[src/rtl/core/srvpwm_pkg.sv]
// ----------------------------------------------------------------------------
// Servo PWM package
// Shared types, codes, constants and the channel-to-timer-group map.
// ----------------------------------------------------------------------------
package srvpwm_pkg;

    localparam int NUM_PINS   = 11;
    localparam int NUM_GROUPS = 4;
    localparam int NUM_TOPS   = 3;

    // Timer ticks per second at half-microsecond resolution.
    localparam logic [20:0] TICKS_PER_SECOND = 21'd2000000;
    localparam int          DIV_STEPS        = 21;

    localparam logic [15:0] TOP_RESET     = 16'd40000;
    localparam logic [15:0] COMPARE_RESET = 16'hFFFF;
    localparam logic [14:0] MIN_RESET     = 15'd900;
    localparam logic [14:0] MAX_RESET     = 15'd2100;

    // Channel mask bits that select each timer group for a frequency change.
    localparam logic [10:0] GROUP0_BITS = 11'h003;
    localparam logic [10:0] GROUP1_BITS = 11'h01C;
    localparam logic [10:0] GROUP2_BITS = 11'h0E0;

    typedef enum logic [2:0] {
        OP_WRITE,
        OP_READ,
        OP_ENABLE,
        OP_DISABLE,
        OP_SET_FREQ,
        OP_GET_FREQ,
        OP_TICK,
        OP_NOP
    } t_op;

    typedef enum logic [1:0] {
        CFG_MIN_PULSE,
        CFG_MAX_PULSE,
        CFG_SHARED_TOP
    } t_cfg_reg;

    typedef enum logic [1:0] {
        S_IDLE,
        S_EXEC,
        S_DIV,
        S_FIN
    } t_state;

    typedef struct packed {
        logic        start;
        logic [15:0] divisor;
    } t_div_req;

    typedef struct packed {
        logic        done;
        logic [15:0] quotient;
    } t_div_rsp;

    // True for channels that drive an output pin.
    function automatic logic chan_ok(input logic [3:0] ch);
        logic ok;
        unique case (ch)
            4'd0, 4'd1, 4'd2, 4'd3, 4'd4, 4'd5, 4'd6, 4'd7, 4'd9, 4'd10: ok = 1'b1;
            default: ok = 1'b0;
        endcase
        return ok;
    endfunction

    // Timer group of a channel; meaningful only where chan_ok is true.
    function automatic logic [1:0] chan_grp(input logic [3:0] ch);
        logic [1:0] grp;
        unique case (ch)
            4'd0, 4'd1:       grp = 2'd0;
            4'd2, 4'd3, 4'd4: grp = 2'd1;
            4'd5, 4'd6, 4'd7: grp = 2'd2;
            default:          grp = 2'd3;
        endcase
        return grp;
    endfunction

endpackage

[src/rtl/core/srvpwm_if.sv]
// ----------------------------------------------------------------------------
// Servo PWM channel interfaces
// Request, response and configuration channels with valid/ready handshakes.
// ----------------------------------------------------------------------------
interface srvpwm_req_if;
    logic        valid;
    logic        ready;
    logic [2:0]  operation;
    logic [3:0]  channel;
    logic [15:0] pulse_us;
    logic [10:0] channel_mask;
    logic [15:0] freq_hz;

    modport source (output valid, operation, channel, pulse_us, channel_mask, freq_hz,
                    input ready);
    modport sink   (input valid, operation, channel, pulse_us, channel_mask, freq_hz,
                    output ready);
endinterface

interface srvpwm_rsp_if;
    logic        valid;
    logic        ready;
    logic [15:0] read_value;
    logic [10:0] pin_levels;
    logic        bad_request;

    modport source (output valid, read_value, pin_levels, bad_request, input ready);
    modport sink   (input valid, read_value, pin_levels, bad_request, output ready);
endinterface

interface srvpwm_cfg_if;
    logic        valid;
    logic        ready;
    logic [1:0]  index;
    logic [15:0] data;

    modport source (output valid, index, data, input ready);
    modport sink   (input valid, index, data, output ready);
endinterface

[src/rtl/core/srvpwm_div.sv]
// ----------------------------------------------------------------------------
// Servo PWM serial divider
// Restoring divider that forms the tick rate divided by a 16-bit value,
// one quotient bit per cycle.
// ----------------------------------------------------------------------------
module srvpwm_div import srvpwm_pkg::*; (
    input  logic     i_clk,
    input  logic     i_rst_n,
    input  t_div_req i_req,
    output t_div_rsp o_rsp
);

    logic        r_busy;
    logic        r_done;
    logic [4:0]  r_cnt;
    logic [15:0] r_rem;
    logic [20:0] r_quo;
    logic [15:0] r_div;

    logic [16:0] w_trial;
    logic [15:0] w_diff;
    logic        w_fit;
    logic [15:0] n_rem;

    // When the trial fits, the difference is below the divisor, so its low
    // 16 bits are the whole remainder.
    always_comb begin
        w_trial = {r_rem, r_quo[20]};
        w_diff  = w_trial[15:0] - r_div;
        w_fit   = (w_trial >= {1'b0, r_div});
        n_rem   = w_fit ? w_diff : w_trial[15:0];
    end

    always_ff @(posedge i_clk) begin
        if (!i_rst_n) begin
            r_busy <= 1'b0;
            r_done <= 1'b0;
            r_cnt  <= '0;
        end else begin
            if (i_req.start) begin
                r_busy <= 1'b1;
                r_done <= 1'b0;
                r_cnt  <= '0;
            end else if (r_busy) begin
                r_cnt  <= r_cnt + 5'd1;
                r_busy <= (r_cnt != 5'(DIV_STEPS - 1));
                r_done <= (r_cnt == 5'(DIV_STEPS - 1));
            end else begin
                r_done <= 1'b0;
            end
        end
    end

    // The dividend shifts out of the top of the quotient register as the
    // quotient bits shift in at the bottom.
    always_ff @(posedge i_clk) begin
        if (i_req.start) begin
            r_rem <= '0;
            r_quo <= TICKS_PER_SECOND;
            r_div <= i_req.divisor;
        end else if (r_busy) begin
            r_rem <= n_rem;
            r_quo <= {r_quo[19:0], w_fit};
        end
    end

    assign o_rsp.done     = r_done;
    assign o_rsp.quotient = r_quo[15:0];

endmodule

[src/rtl/core/srvpwm_pins.sv]
// ----------------------------------------------------------------------------
// Servo PWM pin compare
// Evaluates every output pin level from its compare value, group counter,
// group top and enable bit.
// ----------------------------------------------------------------------------
module srvpwm_pins import srvpwm_pkg::*; #(
    parameter int CHANNEL_SLOTS = 11
) (
    input  logic [15:0]         i_cmp     [CHANNEL_SLOTS],
    input  logic [15:0]         i_top     [NUM_GROUPS],
    input  logic [15:0]         i_counter [NUM_GROUPS],
    input  logic [NUM_PINS-1:0] i_en,
    output logic [NUM_PINS-1:0] o_levels
);

    for (genvar gi = 0; gi < NUM_PINS; gi++) begin : g_pin
        if (gi < CHANNEL_SLOTS && chan_ok(4'(gi))) begin : g_live
            localparam logic [1:0] GRP = chan_grp(4'(gi));
            // A compare value above the group top keeps the pin low.
            assign o_levels[gi] = i_en[gi]
                                  && (i_cmp[gi] <= i_top[GRP])
                                  && (i_counter[GRP] < i_cmp[gi]);
        end else begin : g_dead
            assign o_levels[gi] = 1'b0;
        end
    end

endmodule

[src/rtl/core/multichannel_servo_pwm_output_top.sv]
// ----------------------------------------------------------------------------
// Multichannel servo PWM output
// Eleven-channel servo pulse generator in four timer groups, driven by
// write/read/enable/frequency/tick requests, with one response per request.
// ----------------------------------------------------------------------------
// Most requests go through the execute and finish states to the output;
// a set-freq or get-freq that needs a division also runs the 21-step divider.
// Requests are taken one at a time; the next one is taken once the response
// is loaded into the output register, which waits for that register to free.
// Reset: synchronous, active low; restores state, config and output valid.
module multichannel_servo_pwm_output_top import srvpwm_pkg::*; #(
    parameter int CHANNEL_SLOTS = 11
) (
    input  logic          i_clk,
    input  logic          i_rst_n,
    srvpwm_req_if.sink    i_req,
    srvpwm_cfg_if.sink    i_cfg,
    srvpwm_rsp_if.source  o_rsp
);

    t_state r_state, n_state;

    // Request being worked on.
    t_op         r_op;
    logic [3:0]  r_ch;
    logic [15:0] r_pulse;
    logic [10:0] r_mask;
    logic [15:0] r_freq;
    logic [15:0] r_value;
    logic        r_bad;

    // Configuration and block state.
    logic [14:0]         r_min;
    logic [14:0]         r_max;
    logic [15:0]         r_shared_top;
    logic [15:0]         r_group_top [NUM_TOPS];
    logic [15:0]         r_counter   [NUM_GROUPS];
    logic [15:0]         r_cmp       [CHANNEL_SLOTS];
    logic [NUM_PINS-1:0] r_en;

    // Output register.
    logic                r_out_valid;
    logic [15:0]         r_out_value;
    logic [NUM_PINS-1:0] r_out_pins;
    logic                r_out_bad;

    logic [15:0]         w_top [NUM_GROUPS];
    logic [NUM_PINS-1:0] w_vmask;
    logic [NUM_PINS-1:0] w_pins;
    logic                w_sel_ok;
    logic [15:0]         w_sel_top;
    logic [15:0]         w_cmp_rd;
    logic [14:0]         w_clamped;
    logic                w_div_need;
    logic                w_fin_load;
    t_div_req            w_div_req;
    t_div_rsp            w_div_rsp;

    always_comb begin
        for (int g = 0; g < NUM_TOPS; g++) begin
            w_top[g] = r_group_top[g];
        end
        w_top[NUM_GROUPS-1] = r_shared_top;

        for (int i = 0; i < NUM_PINS; i++) begin
            w_vmask[i] = (i < CHANNEL_SLOTS) && chan_ok(4'(i));
        end

        w_sel_ok  = chan_ok(r_ch) && ({1'b0, r_ch} < 5'(CHANNEL_SLOTS));
        w_sel_top = w_top[chan_grp(r_ch)];

        w_cmp_rd = '0;
        for (int i = 0; i < CHANNEL_SLOTS; i++) begin
            if (r_ch == 4'(i)) begin
                w_cmp_rd = r_cmp[i];
            end
        end

        // The maximum is tested before the minimum.
        priority if (r_pulse > {1'b0, r_max}) begin
            w_clamped = r_max;
        end else if (r_pulse < {1'b0, r_min}) begin
            w_clamped = r_min;
        end else begin
            w_clamped = r_pulse[14:0];
        end

        w_div_need = ((r_op == OP_SET_FREQ) && (r_freq != '0))
                     || ((r_op == OP_GET_FREQ) && w_sel_ok && (w_sel_top != '0));
    end

    // Sequencer.
    always_comb begin
        n_state           = r_state;
        w_div_req.start   = 1'b0;
        w_div_req.divisor = (r_op == OP_SET_FREQ) ? r_freq : w_sel_top;
        w_fin_load        = 1'b0;
        unique case (r_state)
            S_IDLE: begin
                if (i_req.valid) begin
                    n_state = S_EXEC;
                end
            end
            S_EXEC: begin
                if (w_div_need) begin
                    w_div_req.start = 1'b1;
                    n_state         = S_DIV;
                end else begin
                    n_state = S_FIN;
                end
            end
            S_DIV: begin
                if (w_div_rsp.done) begin
                    n_state = S_FIN;
                end
            end
            S_FIN: begin
                if (!r_out_valid || o_rsp.ready) begin
                    w_fin_load = 1'b1;
                    n_state    = S_IDLE;
                end
            end
            default: n_state = S_IDLE;
        endcase
    end

    always_ff @(posedge i_clk) begin
        if (!i_rst_n) begin
            r_state <= S_IDLE;
        end else begin
            r_state <= n_state;
        end
    end

    // Request capture and per-request results.
    always_ff @(posedge i_clk) begin
        if (r_state == S_IDLE && i_req.valid) begin
            r_op    <= t_op'(i_req.operation);
            r_ch    <= i_req.channel;
            r_pulse <= i_req.pulse_us;
            r_mask  <= i_req.channel_mask;
            r_freq  <= i_req.freq_hz;
        end
        if (r_state == S_EXEC) begin
            unique case (r_op)
                OP_WRITE, OP_READ, OP_GET_FREQ: begin
                    r_bad   <= !w_sel_ok;
                    r_value <= (w_sel_ok && r_op == OP_READ) ? {1'b0, w_cmp_rd[15:1]}
                                                             : 16'd0;
                end
                OP_SET_FREQ: begin
                    r_bad   <= (r_freq == '0);
                    r_value <= '0;
                end
                OP_ENABLE, OP_DISABLE, OP_TICK, OP_NOP: begin
                    r_bad   <= 1'b0;
                    r_value <= '0;
                end
            endcase
        end else if (r_state == S_DIV && w_div_rsp.done && r_op == OP_GET_FREQ) begin
            r_value <= w_div_rsp.quotient;
        end
    end

    // Block state and configuration.
    always_ff @(posedge i_clk) begin
        if (!i_rst_n) begin
            r_min        <= MIN_RESET;
            r_max        <= MAX_RESET;
            r_shared_top <= TOP_RESET;
            r_en         <= '0;
            for (int g = 0; g < NUM_TOPS; g++) begin
                r_group_top[g] <= TOP_RESET;
            end
            for (int g = 0; g < NUM_GROUPS; g++) begin
                r_counter[g] <= '0;
            end
            for (int i = 0; i < CHANNEL_SLOTS; i++) begin
                r_cmp[i] <= COMPARE_RESET;
            end
        end else begin
            if (i_cfg.valid) begin
                unique case (t_cfg_reg'(i_cfg.index))
                    CFG_MIN_PULSE:  r_min        <= i_cfg.data[14:0];
                    CFG_MAX_PULSE:  r_max        <= i_cfg.data[14:0];
                    CFG_SHARED_TOP: r_shared_top <= i_cfg.data;
                    default: begin
                    end
                endcase
            end

            if (r_state == S_EXEC) begin
                unique case (r_op)
                    OP_WRITE: begin
                        for (int i = 0; i < CHANNEL_SLOTS; i++) begin
                            if (w_sel_ok && r_ch == 4'(i)) begin
                                r_cmp[i] <= {w_clamped, 1'b0};
                            end
                        end
                    end
                    OP_ENABLE:  r_en <= r_en | (r_mask & w_vmask);
                    OP_DISABLE: r_en <= r_en & ~(r_mask & w_vmask);
                    OP_TICK: begin
                        for (int g = 0; g < NUM_GROUPS; g++) begin
                            if (r_counter[g] >= w_top[g]) begin
                                r_counter[g] <= '0;
                            end else begin
                                r_counter[g] <= r_counter[g] + 16'd1;
                            end
                        end
                    end
                    OP_READ, OP_SET_FREQ, OP_GET_FREQ, OP_NOP: begin
                    end
                endcase
            end

            // Mask bits of the shared group select no top.
            if (r_state == S_DIV && w_div_rsp.done && r_op == OP_SET_FREQ) begin
                if ((r_mask & GROUP0_BITS) != '0) r_group_top[0] <= w_div_rsp.quotient;
                if ((r_mask & GROUP1_BITS) != '0) r_group_top[1] <= w_div_rsp.quotient;
                if ((r_mask & GROUP2_BITS) != '0) r_group_top[2] <= w_div_rsp.quotient;
            end
        end
    end

    // Output register; the pin levels reflect the state after the request.
    always_ff @(posedge i_clk) begin
        if (!i_rst_n) begin
            r_out_valid <= 1'b0;
        end else if (w_fin_load) begin
            r_out_valid <= 1'b1;
        end else if (o_rsp.ready) begin
            r_out_valid <= 1'b0;
        end
    end

    always_ff @(posedge i_clk) begin
        if (w_fin_load) begin
            r_out_value <= r_value;
            r_out_pins  <= w_pins;
            r_out_bad   <= r_bad;
        end
    end

    srvpwm_div u_div (
        .i_clk   (i_clk),
        .i_rst_n (i_rst_n),
        .i_req   (w_div_req),
        .o_rsp   (w_div_rsp)
    );

    srvpwm_pins #(
        .CHANNEL_SLOTS (CHANNEL_SLOTS)
    ) u_pins (
        .i_cmp     (r_cmp),
        .i_top     (w_top),
        .i_counter (r_counter),
        .i_en      (r_en),
        .o_levels  (w_pins)
    );

    assign i_req.ready       = (r_state == S_IDLE);
    assign i_cfg.ready       = 1'b1;
    assign o_rsp.valid       = r_out_valid;
    assign o_rsp.read_value  = r_out_value;
    assign o_rsp.pin_levels  = r_out_pins;
    assign o_rsp.bad_request = r_out_bad;

endmodule

[src/flat_wrapper.sv]
// flat-port wrapper written by rule: the top's interface ports become plain ports
module multichannel_servo_pwm_output_top_flat import srvpwm_pkg::*;
#(
    parameter int CHANNEL_SLOTS = 11
)
  (i_clk, i_rst_n, i_req_valid, i_req_operation, i_req_channel, i_req_pulse_us, i_req_channel_mask, i_req_freq_hz, i_req_ready, i_cfg_valid, i_cfg_index, i_cfg_data, i_cfg_ready, o_rsp_valid, o_rsp_read_value, o_rsp_pin_levels, o_rsp_bad_request, o_rsp_ready);
  srvpwm_req_if i_req_i ();
  srvpwm_cfg_if i_cfg_i ();
  srvpwm_rsp_if o_rsp_i ();
  input  logic i_clk;
  input  logic i_rst_n;
  input wire logic [$bits(i_req_i.valid)-1:0] i_req_valid;
  input wire logic [$bits(i_req_i.operation)-1:0] i_req_operation;
  input wire logic [$bits(i_req_i.channel)-1:0] i_req_channel;
  input wire logic [$bits(i_req_i.pulse_us)-1:0] i_req_pulse_us;
  input wire logic [$bits(i_req_i.channel_mask)-1:0] i_req_channel_mask;
  input wire logic [$bits(i_req_i.freq_hz)-1:0] i_req_freq_hz;
  output wire logic [$bits(i_req_i.ready)-1:0] i_req_ready;
  input wire logic [$bits(i_cfg_i.valid)-1:0] i_cfg_valid;
  input wire logic [$bits(i_cfg_i.index)-1:0] i_cfg_index;
  input wire logic [$bits(i_cfg_i.data)-1:0] i_cfg_data;
  output wire logic [$bits(i_cfg_i.ready)-1:0] i_cfg_ready;
  output wire logic [$bits(o_rsp_i.valid)-1:0] o_rsp_valid;
  output wire logic [$bits(o_rsp_i.read_value)-1:0] o_rsp_read_value;
  output wire logic [$bits(o_rsp_i.pin_levels)-1:0] o_rsp_pin_levels;
  output wire logic [$bits(o_rsp_i.bad_request)-1:0] o_rsp_bad_request;
  input wire logic [$bits(o_rsp_i.ready)-1:0] o_rsp_ready;
  assign i_req_i.valid = i_req_valid;
  assign i_req_i.operation = i_req_operation;
  assign i_req_i.channel = i_req_channel;
  assign i_req_i.pulse_us = i_req_pulse_us;
  assign i_req_i.channel_mask = i_req_channel_mask;
  assign i_req_i.freq_hz = i_req_freq_hz;
  assign i_req_ready = i_req_i.ready;
  assign i_cfg_i.valid = i_cfg_valid;
  assign i_cfg_i.index = i_cfg_index;
  assign i_cfg_i.data = i_cfg_data;
  assign i_cfg_ready = i_cfg_i.ready;
  assign o_rsp_valid = o_rsp_i.valid;
  assign o_rsp_read_value = o_rsp_i.read_value;
  assign o_rsp_pin_levels = o_rsp_i.pin_levels;
  assign o_rsp_bad_request = o_rsp_i.bad_request;
  assign o_rsp_i.ready = o_rsp_ready;
  multichannel_servo_pwm_output_top #(.CHANNEL_SLOTS(CHANNEL_SLOTS)) u_core (.i_clk(i_clk), .i_rst_n(i_rst_n), .i_req(i_req_i), .i_cfg(i_cfg_i), .o_rsp(o_rsp_i));
endmodule
[config.mk]
export PLATFORM = sky130hd
export DESIGN_NAME = multichannel_servo_pwm_output_top_flat
export DESIGN_NICKNAME = d
export VERILOG_FILES = /design/src/rtl/core/srvpwm_pkg.sv /design/src/rtl/core/srvpwm_if.sv /design/src/rtl/core/srvpwm_div.sv /design/src/rtl/core/srvpwm_pins.sv /design/src/rtl/core/multichannel_servo_pwm_output_top.sv /design/src/flat_wrapper.sv
export SDC_FILE = /design/constraint.sdc
export NUM_CORES = 1
export LEC_CHECK = 0
export BUFFER_PORTS_ARGS = -buffer_cell sky130_fd_sc_hd__buf_2
export CAP_MARGIN = 20
export CORE_MARGIN = 4
export CORE_UTILIZATION = 40
export CTS_BUF_LIST = sky130_fd_sc_hd__clkbuf_16
export DETAILED_ROUTE_END_ITERATION = 10
export HOLD_SLACK_MARGIN = 0.12
export PLACE_DENSITY = 0.61
export SETUP_SLACK_MARGIN = 0.3
export SYNTH_ARGS = -nofsm -noshare
export SYNTH_HDL_FRONTEND = slang
export SYNTH_SLANG_ARGS = --single-unit
export TNS_END_PERCENT = 100
[constraint.sdc]
create_clock -name i_clk -period 3.6 [get_ports i_clk]
set_input_delay 0.18 -clock i_clk [delete_from_list [all_inputs] [get_ports i_clk]]
set_output_delay 0.18 -clock i_clk [all_outputs]
set_load 0.05 [all_outputs]
==> summary.md, run 1 <==
| Metric | Value |
|---|---|
| Hold_sp | `i_cfg_index[1]` |
| Post-Syn Instances | `3333` |
| Initial Util | `0.405` |
| Clock slew at the register clock pins of the worst setup and hold paths | `0.06 ns` |
| PwrDens | `487 mW/mm2` |
| Final hold vios | `0` |
| Via/cell ratio | `5.71` |
| Routed WL per cell | `22.8 um` |
| Layout cells sized above 1 | `0.108` |
| NetSw | `5.87 mW` |
| Nets | `4023` |
| Final Cycle Share | `0.852` |
| Predominant post-synthesis flop cell | `dfxtp_1` |
| Antenna violations before repair | `2` |
| Final Cell Area | `0.0354 mm2` |
| Die Wd | `286 um` |
| Setup ws final | `0.535 ns` |
| Post-synth EDFFs | `157` |
| Final core occ | `0.464` |
| Detailed-route DRC error count | `0` |
| # placed instances | `4415` |
| Worst-case reg-to-reg path depth | `10` |
| Hold EP | `u_core.r_min[14]` |
| Area delta synth->final | `14.5%` |
| Row count | `101` |
| IR drop worst, VDD | `0.523 mV` |
| Starting DRT DRC Count | `2611` |
| CTS sink count | `502` |
| Drt first pass iters | `6` |
| Critical path endpoint category | `register` |
| Detail Route Antenna Nets | `0` |
| Period minus WS final | `3.07 ns` |
| Rel. slew slack | `0.262` |
| Post-synthesis net count | `3838` |
| First-pass GRT wire length | `157000 um` |
| Synth async-reset ratio | `0` |
| Worst slack, placed | `0.239 ns` |
| Post-Route WL | `105000 um` |
| Critical path required time | `4.05 ns` |
| Slew Limit Fails | `0` |
| Via count | `26200` |
| Clock share of power | `0.329` |
| # IOs | `104` |
| DPL Wire Length | `79900 um` |
| Unrepaired setup endpoints after global routing | `no` |
| Sw frac | `0.340` |
| Cell Area, Synth | `0.0309 mm2` |
| Largest net degree at the start of global routing | `99` |
| CP arrival | `3.51 ns` |
| H-tree depth | `2` |
| Critical R2R Launch | `u_core.r_pulse[9]` |
| Share of power burned in registers | `0.407` |
| Min Hold Slack | `0.225 ns` |
| Clock Path Buffers | `3` |
| Clock skew | `0.0256 ns` |
| Commonest non-fill, non-tap cell in the layout | `ha_1` |
| Actual slew at the worst max-slew pin | `1.10 ns` |
| Critical path class | `reg2reg` |
| Max Fclk | `326 MHz` |
| Hold crit path type | `in2reg` |
| Post-synthesis sequential area ratio | `0.376` |
| Antenna cells | `0` |
| Clock buffer count from CTS | `56` |
| CP Max Fanout | `15` |
| Internal reg-to-reg setup slack | `0.53 ns` |
| Startpoint Class | `register` |
| PortBufs | `100` |
| Total of max-cap violations | `0` |
| Most frequent cells in the layout | `ha_1, dfxtp_1, nand2_1` |
| GR Overflow Total | `0` |
| Setup TNS | `0 ns` |
| Internal Dissipation | `11.4 mW` |
| Worst-Skew Late Latency | `0.62 ns` |
| Vias in the first global route | `25100` |
| Final Non-Filler Cells | `4595` |
| TritonCTS clock tree | `yes` |
| Comb power frac | `0.264` |
| Syn avg cell area | `9.28 um2` |
| #FFs+latches synth | `502` |
| Worst Hold Depth | `4` |
| Tot GR Track Use | `0.249` |
| GPL Wtd Cong | `1.01` |
| Die Height | `286 um` |
| Root Driver | `clkbuf_16` |
| Status | `finished, final reports clean` |
| Core Region | `0.0763 mm2` |
| Yosys cell types | `76` |
| Setup Viol. Count Final | `0` |
| FF-to-FF End | `u_core.r_cmp[131]` |
| Total Power | `17.3 mW` |
| Pleak | `17.0 nW` |
| Yosys warnings | `0` |
| Full die area | `0.0818 mm2` |
| Placed Area | `0.0328 mm2` |
## Yosys cell counts, drive strengths merged, types with 8 or more instances
cell	n	share of area
ha	431	0.17
dfxtp	345	0.22
nand2	327	0.040
inv	304	0.037
nor2	293	0.036
a21oi	211	0.034
edfxtp	157	0.15
o21ai	124	0.020
o211ai	118	0.038
a21o	93	0.023
a221oi	89	0.025
clkbuf	80	0.0097
nand4	77	0.016
mux2i	65	0.025
nand3	58	0.0094
buf	50	0.0085
nor2b	46	0.0093
nand2b	44	0.0089
xor2	43	0.012
nor3	38	0.0063
o22ai	32	0.0065
xnor2	30	0.0085
and3	26	0.0053
a22oi	22	0.0053
a311oi	21	0.0059
and2	20	0.0040
mux2	19	0.0081
o21a	17	0.0041
a2111oi	14	0.0040
nor4	14	0.0028
a31oi	11	0.0022
a211oi	10	0.0024
mux4	9	0.0066
a211o	8	0.0023
## power by group through the flow
| stage | clock [mW] | combinational (mW) | sequential, mW |
|---|---|---|---|
| floorplan | 0 | 2.97 | 7.00 |
| global placement | 0 | 4.34 | 7.13 |
| detailed placement | 0 | 4.37 | 7.14 |
| CTS | 5.75 | 4.46 | 7.02 |
| global route | 5.98 | 4.91 | 7.08 |
| finish | 5.68 | 4.55 | 7.03 |
## worst max-delay path: stages, from the launching register on
cell and delay [ns]:
edfxtp_1 0.45, ha_1 0.32, a21o_1 0.16, a21oi_1 0.21, o2111ai_1 0.16, a31oi_1 0.36
o21ai_4 0.11, buf_12 0.19, mux2i_1 0.36, mux2_2 0.41, o211ai_1 0.13
## state kept, by name, indices dropped and copies added, names as in the netlist, 2 cells and up, named ones only
register	flops
u_core.r_max	15
u_core.o_rsp.pin_levels	10
u_core.r_cmp	175
u_core.u_div.r_cnt	5
u_core.o_rsp.read_value	16
u_core.r_shared_top	16
u_core.r_counter	64
u_core.r_value	16
u_core.r_state	2
u_core.r_mask	10
u_core.r_freq	16
u_core.r_op	3
u_core.u_div.r_quo	21
u_core.r_pulse	16
u_core.r_ch	4
u_core.r_min	15
u_core.r_group_top	48
u_core.u_div.r_div	16
u_core.u_div.r_rem	16
## layout make-up
cell class              instances  area, um2
clock buffers                  59       1480
clock inverters                46        328
fillers                      7317      40900
inverters                     305       1140
multi-input cells            2396      17600
flip-flops and latches        502      11600
well taps                    1030       1290
repair buffers                257       1930
## worst max path at each step
| stage | from | end |
|---|---|---|
| global placement | u_core.r_pulse[4] | u_core.r_cmp[154] |
| floorplan | u_core.r_pulse[5] | u_core.r_cmp[110] |
| detailed placement | u_core.r_pulse[4] | u_core.r_cmp[138] |
| finish | u_core.r_pulse[9] | u_core.r_cmp[131] |
| CTS | u_core.r_pulse[11] | u_core.r_cmp[93] |
| global route | u_core.r_max[1] | u_core.r_cmp[85] |
## cell families after synthesis
kind of cell	count (synthesis)	share of synthesized area
flops	502	0.376
buf+inv	435	0.0552
other cells	2	0.000243
mux	93	0.0398
simple gates	972	0.144
xor+xnor	73	0.0207
fa+ha+maj	432	0.175
compound gates	824	0.189
## what timing repair did
| action | in CTS | in global routing |
|---|---|---|
| setup endpoints to repair | 25 | 33 |
| pin swaps | 1 | 0 |
| hold endpoints to repair | 103 | 0 |
| hold buffers | 72 | 0 |
| setup buffers | 2 | 0 |
| gates resized for setup | 0 | 3 |
## layer usage
layer	GRT usage	vias up	wire length (um)
met3	0.0355	225	8110
met1	0.336	12400	44700
met2	0.401	1070	46800
met5	0	-	0
li1	-	12500	-
met4	0.103	0	5030
Power figures use the tool's default switching activity.
==> run 2, diff against run 1 <==
--- a/config.mk
+++ b/config.mk
@@ -9,12 +9,12 @@
 export CAP_MARGIN = 20
 export CORE_MARGIN = 4
 export CORE_UTILIZATION = 40
-export CTS_BUF_LIST = sky130_fd_sc_hd__clkbuf_16
 export DETAILED_ROUTE_END_ITERATION = 10
 export HOLD_SLACK_MARGIN = 0.12
 export PLACE_DENSITY = 0.61
 export SETUP_SLACK_MARGIN = 0.3
 export SYNTH_ARGS = -nofsm -noshare
 export SYNTH_HDL_FRONTEND = slang
+export SYNTH_HIERARCHICAL = 1
 export SYNTH_SLANG_ARGS = --single-unit
 export TNS_END_PERCENT = 100
==> run 2 against run 1 <==
Against the previous run: via count up 4.3%; highest routed layer unchanged; largest cell class unchanged; sequential cell count up 1; clock-buffer cell count up 19; hold slack better by 0.027 ns; first-iteration DRC count down 8.5%; synthesized cell count up 8.2%; setup slack worse by 0.10 ns; critical path type unchanged; global-route usage down 0.53 points; design area up 3.8%.
==> summary.md, run 2 <==
| Metric | Value |
|---|---|
| Commonest non-fill, non-tap cell in the layout | `nand2_1 (was ha_1)` |
| Actual slew at the worst max-slew pin | `1.21 ns (was 1.10 ns)` |
| First-pass GRT wire length | `161000 um (was 157000 um)` |
| Post-synthesis net count | `4112 (was 3838)` |
| Detailed-route DRC error count | `0 (unchanged)` |
| Max reg flops | `175 (unchanged)` |
| Initial Util | `0.404 (was 0.405)` |
| Hold crit path type | `in2reg (unchanged)` |
| Tot GR Track Use | `0.244 (was 0.249)` |
| Root Driver | `clkbuf_16 (unchanged)` |
| Critical R2R Launch | `u_core/r_ch[1] (was u_core.r_pulse[9])` |
| Register with the most flip-flops | `u_core/r_cmp (was u_core.r_cmp)` |
| Clock slew at the register clock pins of the worst setup and hold paths | `0.06 ns (about the same)` |
| Met3 Usage GRT | `0.0308 (was 0.0355)` |
| Period minus WS final | `3.17 ns (was 3.07 ns)` |
| Via count | `27400 (was 26200)` |
| Routed WL per cell | `22.3 um (was 22.8 um)` |
| GR Overflow Total | `0 (unchanged)` |
| Worst-Skew Late Latency | `0.64 ns (was 0.62 ns)` |
| CP Max Fanout | `12 (was 15)` |
| Setup TNS | `0 ns (unchanged)` |
| # IOs | `104 (unchanged)` |
| H-tree depth | `2 (unchanged)` |
| Antenna violations before repair | `3 (was 2)` |
| Post-Syn Instances | `3607 (was 3333)` |
| CTS sink count | `503 (was 502)` |
| DPL Wire Length | `82100 um (was 79900 um)` |
| Largest net degree at the start of global routing | `75 (was 99)` |
| Worst setup path start | `u_core/r_ch[1] (was u_core.r_pulse[9])` |
| Status | `finished, final reports clean (unchanged)` |
| Unrepaired setup endpoints after global routing | `no (unchanged)` |
| Critical path endpoint category | `register (unchanged)` |
| Min Hold Slack | `0.252 ns (was 0.225 ns)` |
| PwrDens | `495 mW/mm2 (was 487 mW/mm2)` |
| Met1 usage | `0.332 (was 0.336)` |
| Core Region | `0.0805 mm2 (was 0.0763 mm2)` |
| Clock Path Buffers | `3 (unchanged)` |
| Fill cell count | `7783 (was 7317)` |
| FF-to-FF End | `u_core/r_value[12] (was u_core.r_cmp[131])` |
| Drt first pass iters | `6 (unchanged)` |
| CP max-delay cell | `o221ai_1 (was edfxtp_1)` |
| Layout cells sized above 1 | `0.115 (was 0.108)` |
| Die Wd | `293 um (was 286 um)` |
| CP arrival | `3.48 ns (was 3.51 ns)` |
| Area taken by multi-input logic gates | `0.0185 mm2 (was 0.0176 mm2)` |
| Clock buffer count from CTS | `56 (unchanged)` |
| Row count | `104 (was 101)` |
| Die Height | `293 um (was 286 um)` |
| Final Cycle Share | `0.879 (was 0.852)` |
| PortBufs | `101 (was 100)` |
| Startpoint Class | `register (unchanged)` |
| Final core occ | `0.456 (was 0.464)` |
| Leading registers by flop count | `u_core/r_cmp x175, u_core/r_counter x64, u_core/r_group_top x48 (was u_core.r_cmp x175, u_core.r_counter x64, u_core.r_group_top x48)` |
| Slew Limit Fails | `0 (unchanged)` |
| Cell Area, Synth | `0.0325 mm2 (was 0.0309 mm2)` |
| Most frequent cells in the layout | `nand2_1, ha_1, inv_1 (was ha_1, dfxtp_1, nand2_1)` |
| Worst slack, placed | `0.580 ns (was 0.239 ns)` |
| Pleak | `17.9 nW (was 17.0 nW)` |
| Rel. slew slack | `0.196 (was 0.262)` |
| FF+latch area | `0.0117 mm2 (was 0.0116 mm2)` |
| Detail Route Antenna Nets | `0 (unchanged)` |
| Full die area | `0.0859 mm2 (was 0.0818 mm2)` |
| Setup ws final | `0.434 ns (was 0.535 ns)` |
| Gr busiest metal | `met2 (unchanged)` |
| Syn avg cell area | `9.01 um2 (was 9.28 um2)` |
| Via/cell ratio | `5.66 (was 5.71)` |
| Bufs and invs on worst path | `2 (was 1)` |
| CP endpoint | `u_core/r_value[12] (was u_core.r_cmp[131])` |
| Critical path class | `reg2reg (unchanged)` |
| GPL Wtd Cong | `1.01 (about the same)` |
| Vias in the first global route | `26000 (was 25100)` |
| Crit path largest cell delay | `0.71 ns (was 0.45 ns)` |
| WP depth | `6 (was 10)` |
| Worst-case reg-to-reg path depth | `6 (was 10)` |
| Nets | `4231 (was 4023)` |
| Post-Route WL | `108000 um (was 105000 um)` |
| Total Power | `18.2 mW (was 17.3 mW)` |
| Setup Viol. Count Final | `0 (unchanged)` |
| Family with the most delay on the worst path | `compound AO/OA/AOI/OAI gates (unchanged)` |
| Critical path required time | `3.91 ns (was 4.05 ns)` |
| Max Fclk | `316 MHz (was 326 MHz)` |
| CP cell instances | `buf_4 -> inv_1 -> nand2_1 -> nor2_1 -> a22oi_1 -> o221ai_1 (was ha_1 -> a21o_1 -> a21oi_1 -> o2111ai_1 -> a31oi_1 -> o21ai_4 -> buf_12 -> mux2i_1 -> mux2_2 -> o211ai_1)` |
| Total of max-cap violations | `0 (unchanged)` |
| Final hold vios | `0 (unchanged)` |
| Area delta synth->final | `13.1% (was 14.5%)` |
| Starting DRT DRC Count | `2389 (was 2611)` |
| IR drop worst, VDD | `0.401 mV (was 0.523 mV)` |
| Internal reg-to-reg setup slack | `0.43 ns (was 0.53 ns)` |
| Yosys warnings | `6 (was 0)` |
| Met2 GRT Util | `0.386 (was 0.401)` |
| TritonCTS clock tree | `yes (unchanged)` |
| Post-CTS Setup Bufs | `0 (was 2)` |
| Clock skew | `0.0183 ns (was 0.0256 ns)` |
==> run 2: what timing repair did <==
action,4_1_cts,5_1_grt
hold endpoints to repair,161,0
gates resized for setup,0,1
endpoints found under the setup margin,0,44
hold buffers,71,0
==> run 2: per-stage QoR <==
step / std cells / cell area (um2)
2_1_floorplan: 3607 / 32500
3_3_place_gp: 4657 / 34100
3_5_place_dp: 4657 / 34100
4_1_cts: 4833 / 36700
5_1_grt: 4834 / 36700
6_report: 4835 / 36800
==> run 2: worst reg2reg max path, stage by stage, from the launching register on <==
cell and delay (ns):
edfxtp_1 0.61, buf_4 0.31, inv_1 0.23, nand2_1 0.16, nor2_1 0.60, a22oi_1 0.24
o221ai_1 0.71
==> run 2: area by class of cell <==
type / instances / share of cell area
diodes: 2 / 0.000136
clock buffers: 78 / 0.0440
clock inverters: 27 / 0.00899
inverters: 375 / 0.0383
multi-input cells: 2537 / 0.504
flip-flops and latches: 503 / 0.317
well taps: 1060 / 0.0361
repair buffers: 253 / 0.0516
==> run 2: power by group <==
group / switching (mW) / internal, mW
logic: 3.33 / 1.73
registers: 0.511 / 6.55
clock network: 2.51 / 3.58
total: 6.35 / 11.9
==> run 2: layer usage <==
metal / wire length, um / vias up / share of wire
li1: - / 13200 / -
met1: 47700 / 13000 / 0.44
met2: 47700 / 922 / 0.44
met3: 6510 / 210 / 0.060
met4: 5720 / 0 / 0.053
met5: 0 / - / 0
==> run 2: worst min-delay path by stage <==
stage,start,to,slack (ns),cells after the start
3_5_place_dp,i_req_pulse_us[3],u_core/r_pulse[3],0.36,1
5_1_grt,i_req_freq_hz[4],u_core/r_freq[4],0.25,2
2_1_floorplan,i_req_channel[0],u_core/r_ch[0],0.28,0
4_1_cts,i_req_pulse_us[4],u_core/r_pulse[4],0.22,2
3_3_place_gp,i_req_pulse_us[3],u_core/r_pulse[3],0.36,1
6_report,i_req_freq_hz[2],u_core/r_freq[2],0.25,2
